$ cat config.mk
export PLATFORM = sky130hd
export DESIGN_NAME = lipv_ctrl
export DESIGN_NICKNAME = d
export VERILOG_FILES = /design/src/lipv_pkg.sv /design/src/lipv_ctrl.sv
export SDC_FILE = /design/constraint.sdc
export NUM_CORES = 1
export LEC_CHECK = 0
export BUFFER_PORTS_ARGS = -buffer_cell sky130_fd_sc_hd__buf_2
export CORE_AREA = 2 2 39 41
export CTS_CLUSTER_DIAMETER = 40
export DETAILED_ROUTE_END_ITERATION = 12
export DIE_AREA = 0 0 41 43
export GPL_TIMING_DRIVEN = 0
export HOLD_SLACK_MARGIN = 0.12
export RECOVER_POWER = 50
export SYNTH_ARGS = -nofsm -noshare
export SYNTH_HDL_FRONTEND = slang
export SYNTH_SLANG_ARGS = --single-unit
$ cat constraint.sdc
create_clock -name i_clk -period 1.2 [get_ports i_clk]
set_clock_uncertainty 0.15 [all_clocks]
set_input_delay 0.24 -clock i_clk [delete_from_list [all_inputs] [get_ports i_clk]]
set_output_delay 0.24 -clock i_clk [all_outputs]
set_load 0.02 [all_outputs]
$ cat src/lipv_pkg.sv
// Shared types and constants of the recency replacement unit.
package lipv_pkg;

    localparam int POS_W      = 5;
    localparam int REQ_W      = 2;
    localparam int SET_W      = 6;
    localparam int WAY_W      = 4;
    localparam int IN_DATA_W  = 16;
    localparam int OUT_DATA_W = 8;
    localparam int PROMO_W    = 16;
    localparam int INS_W      = 4;
    localparam int APB_AW     = 5;
    localparam int APB_DW     = 32;
    localparam int SET_CMP_W  = 13;

    localparam logic [APB_AW-1:0] ADDR_PROMO0 = 5'h00;
    localparam logic [APB_AW-1:0] ADDR_PROMO1 = 5'h04;
    localparam logic [APB_AW-1:0] ADDR_PROMO2 = 5'h08;
    localparam logic [APB_AW-1:0] ADDR_PROMO3 = 5'h0c;
    localparam logic [APB_AW-1:0] ADDR_INS    = 5'h10;

    localparam logic [PROMO_W-1:0] RST_PROMO0 = 16'd256;
    localparam logic [PROMO_W-1:0] RST_PROMO1 = 16'd8451;
    localparam logic [PROMO_W-1:0] RST_PROMO2 = 16'd5377;
    localparam logic [PROMO_W-1:0] RST_PROMO3 = 16'd45312;
    localparam logic [INS_W-1:0]   RST_INS    = 4'd13;

    typedef enum logic [REQ_W-1:0] {
        REQ_HIT   = 2'd0,
        REQ_FILL  = 2'd1,
        REQ_INV   = 2'd2,
        REQ_QUERY = 2'd3
    } t_req;

    typedef enum logic [1:0] {
        ST_CLEAR,
        ST_IDLE,
        ST_EXEC
    } t_state;

    typedef struct packed {
        logic clr_we;
        logic accept;
        logic exec;
    } t_ctrl_cmd;

    typedef struct packed {
        logic clr_last;
        logic exec_query;
        logic out_blocked;
    } t_dp_status;

endpackage

$ cat src/lipv_ctrl.sv
// Controller state machine: clearing pass, accept, read-modify-write or query of one set.
module lipv_ctrl (
    input  logic                  i_clk,
    input  logic                  i_rst_n,
    input  logic                  i_s_tvalid,
    input  lipv_pkg::t_dp_status  i_status,
    output lipv_pkg::t_ctrl_cmd   o_cmd,
    output logic                  o_s_tready
);
    import lipv_pkg::*;

    t_state r_state;
    t_state n_state;

    always_ff @(posedge i_clk) begin
        if (!i_rst_n) begin
            r_state <= ST_CLEAR;
        end else begin
            r_state <= n_state;
        end
    end

    always_comb begin
        n_state = r_state;
        unique case (r_state)
            ST_CLEAR: begin
                if (i_status.clr_last) begin
                    n_state = ST_IDLE;
                end
            end
            ST_IDLE: begin
                if (i_s_tvalid) begin
                    n_state = ST_EXEC;
                end
            end
            ST_EXEC: begin
                if (!(i_status.exec_query && i_status.out_blocked)) begin
                    n_state = ST_IDLE;
                end
            end
            default: n_state = ST_CLEAR;
        endcase
    end

    always_comb begin
        o_cmd      = '0;
        o_s_tready = 1'b0;
        unique case (r_state)
            ST_CLEAR: begin
                o_cmd.clr_we = 1'b1;
            end
            ST_IDLE: begin
                o_s_tready   = 1'b1;
                o_cmd.accept = i_s_tvalid;
            end
            ST_EXEC: begin
                o_cmd.exec = !(i_status.exec_query && i_status.out_blocked);
            end
            default: o_cmd = '0;
        endcase
    end

endmodule

==> flow_summary.toml <==
[floorplan]
fp.dieH_um = 43
initial_utilization_pct = 7.685
die_w_um = 41
die_area_um2 = 1763
coreArea_um2 = 1384
row_count = 14
ioPinCount = 10

[yosys]
async_flop_share_pct = 0
synth_cell_types = 9
yosysMostFrequentCell = "nor2_1"
synth_edf_count = 0
yosys.area.top_type = "dfxtp_1"
syn_inst = 13
synth_nets = 19
synthFlopType = "dfxtp_1"
synth_common_cells = "nor2_1, dfxtp_1, o21a_1"
netlist_area_um2 = 106.4
ys_warn_count = 0
synth_area_per_cell_um2 = 8.181
ys_ff_latch = 2
synth.top_cell.area_share_pct = 37.65
synth_area_leaders = "dfxtp_1, o21a_1, nor2_1, and2_4, nor2b_2"
ys_seq_area_share_pct = 37.65

[layout]
largest_reg_flops = 2
reg_top3 = "r_state x2"
antenna_cells = 0
nFillCells = 157
regArea_um2 = 45.04
regMostFlops = "r_state"
final_area_um2 = 261.5
num-nets-final = 36
drive_above_1_share_pct = 67.86
syn2layout_area_growth_pct = 145.9
multi_input_area_um2 = 90.09

[route]
route.vias.total = 152
viasPerCell = 3.455
route.detailed.drc = 0
wl_per_cell_um = 9.000
first_pass_iters = 2
drt_iter0_drc = 1
drt_wl_total_um = 396
ant_nets = 0

[global_route]
grt_use_total_pct = 5.506
overflow = 0
grt_pass1_vias = 176
grt_pass1_wl_um = 538
antenna_found_initial = 0
grt_max_degree = 5

[pwr]
total_power_mw = 0.3066
power.density_nw_per_um2 = 1173
leakage_nw = 0.1155
vdd_drop_max_mv = 0.1558

[setup_path]
cp.required_ns = 0.81
critPathLaunch = "r_state[0]"
worst-setup-path-type = "reg2out"
worstSetupEndpoint = "o_cmd[0]"
r2r-end = "r_state[0]"
arrival_ns = 0.94
crit_path_end_kind = "output port"
timing.rr.start = "r_state[0]"
worst_setup_path_start_kind = "flip-flop"
path_max_fanout = 3
reg2reg_depth = 4
r2r_slack_ns = 0.14

[clock_tree]
cts.sink_count = 2
numCtsBuffers = 3
cts_tree = "yes"
ctsHtreeMaxLevel = 1
clk_pin_slew_worst_paths_ns = 0.03
clockRootBuffer = "clkbuf_4"
clock_path_buffers = 2
clk_latency_ns = 0.22

[job]
maxCapViolCount = 0

[sta]
hold_violations = 0
fin_ws_ns = -0.1331
maxSlewViolCount = 0
setup_violations = 4
setup_tns_ns = -0.3802
period_minus_slack_ns = 1.333
worst_pin_slew_ns = 0.2333
fin_crit_sh_pct = 111.1
relSlewSlack_pct = 84.35
fmax_mhz = 750.2
rsz0062_at_grt = "true"

[placement]
dpl_cell_area_um2 = 175.2
place.gp.congestion = 0.5468
io_buffer_count = 9
dp.final_hpwl_um = 239

[status]
status = "finished, violations left"
failed_checks = "setup timing"

[hold_path]
min_path_type = "in2reg"
==> per-layer routing <==
metal,track usage [%],part of all wire [%]
met5,0,0
met4,8.000,1.8
met3,4.712,8.8
met2,8.125,62
met1,2.548,27
==> what timing repair did <==
| action | 4_1_cts | 5_1_grt |
|---|---|---|
| endpoints found under the setup margin | 4 | 4 |
| setup buffers | 2 | 0 |
| pin swaps | 1 | 0 |
| gates resized for setup | 8 | 3 |
| hold buffers | 1 | 0 |
| hold endpoints to repair | 2 | 0 |
| gates cloned | 0 | 0 |
==> worst max-delay path: stages (launching register included) <==
cell and delay (ns):
dfxtp_2 0.31, nand2b_4 0.15, a21oi_4 0.13, buf_6 0.13
==> through the flow <==
stage | hold slack, ns | util (%) | worst slack [ns] | std cells
4_1_cts | 0.2184 | 17.99 | -0.1449 | 44
6_report | 0.2318 | 18.90 | -0.1331 | 44
3_3_place_gp | 0.3198 | 12.66 | -0.01212 | 38
3_5_place_dp | 0.3158 | 12.66 | -0.02343 | 38
2_1_floorplan | 0.2075 | - | -0.04502 | 13
5_1_grt | 0.2560 | 18.90 | -0.1762 | 44
==> cells by family after synthesis <==
kind of cell / after synthesis / synth area share, %
AOI/OAI and AO/OA: 4 / 25.88
and+or+nand+nor: 7 / 36.47
DFF: 2 / 37.65
==> area by class of cell <==
class,count,area share [%]
Timing Repair Buffer,12,32.06
Clock buffer,3,8.612
Multi-Input combinational cell,11,34.45
Sequential cell,2,17.22
Tap cell,16,7.655
==> power by group <==
| group | total [mW] | switching (mW) | internal (mW) |
|---|---|---|---|
| Clock | 0.148 | 0.0376 | 0.110 |
| Sequential | 0.0771 | 0.00547 | 0.0717 |
| Combinational | 0.0816 | 0.0369 | 0.0447 |
==> worst min path at each step <==
stage                from         end  cells past startpoint
6_report       i_s_tvalid  r_state[0]                      3
5_1_grt        i_s_tvalid  r_state[0]                      3
4_1_cts        i_s_tvalid  r_state[0]                      3
3_5_place_dp      i_rst_n  r_state[0]                      2
3_3_place_gp      i_rst_n  r_state[0]                      2
2_1_floorplan     i_rst_n  r_state[1]                      1
==> placed cells by master, fill, tap and decap left out <==
master	Yosys	final
a211oi_1	1	1
a21oi_4	0	1
and2_4	1	1
buf_2	0	5
buf_4	0	3
buf_6	0	2
clkbuf_1	0	1
clkbuf_4	0	3
dfxtp_2	0	1
dfxtp_4	0	1
dlygate4sd3_1	0	1
nand2_1	1	1
nand2b_4	0	1
nor2_1	3	3
nor2b_4	0	1
o21a_1	2	2
Power figures use the tool's default switching activity.
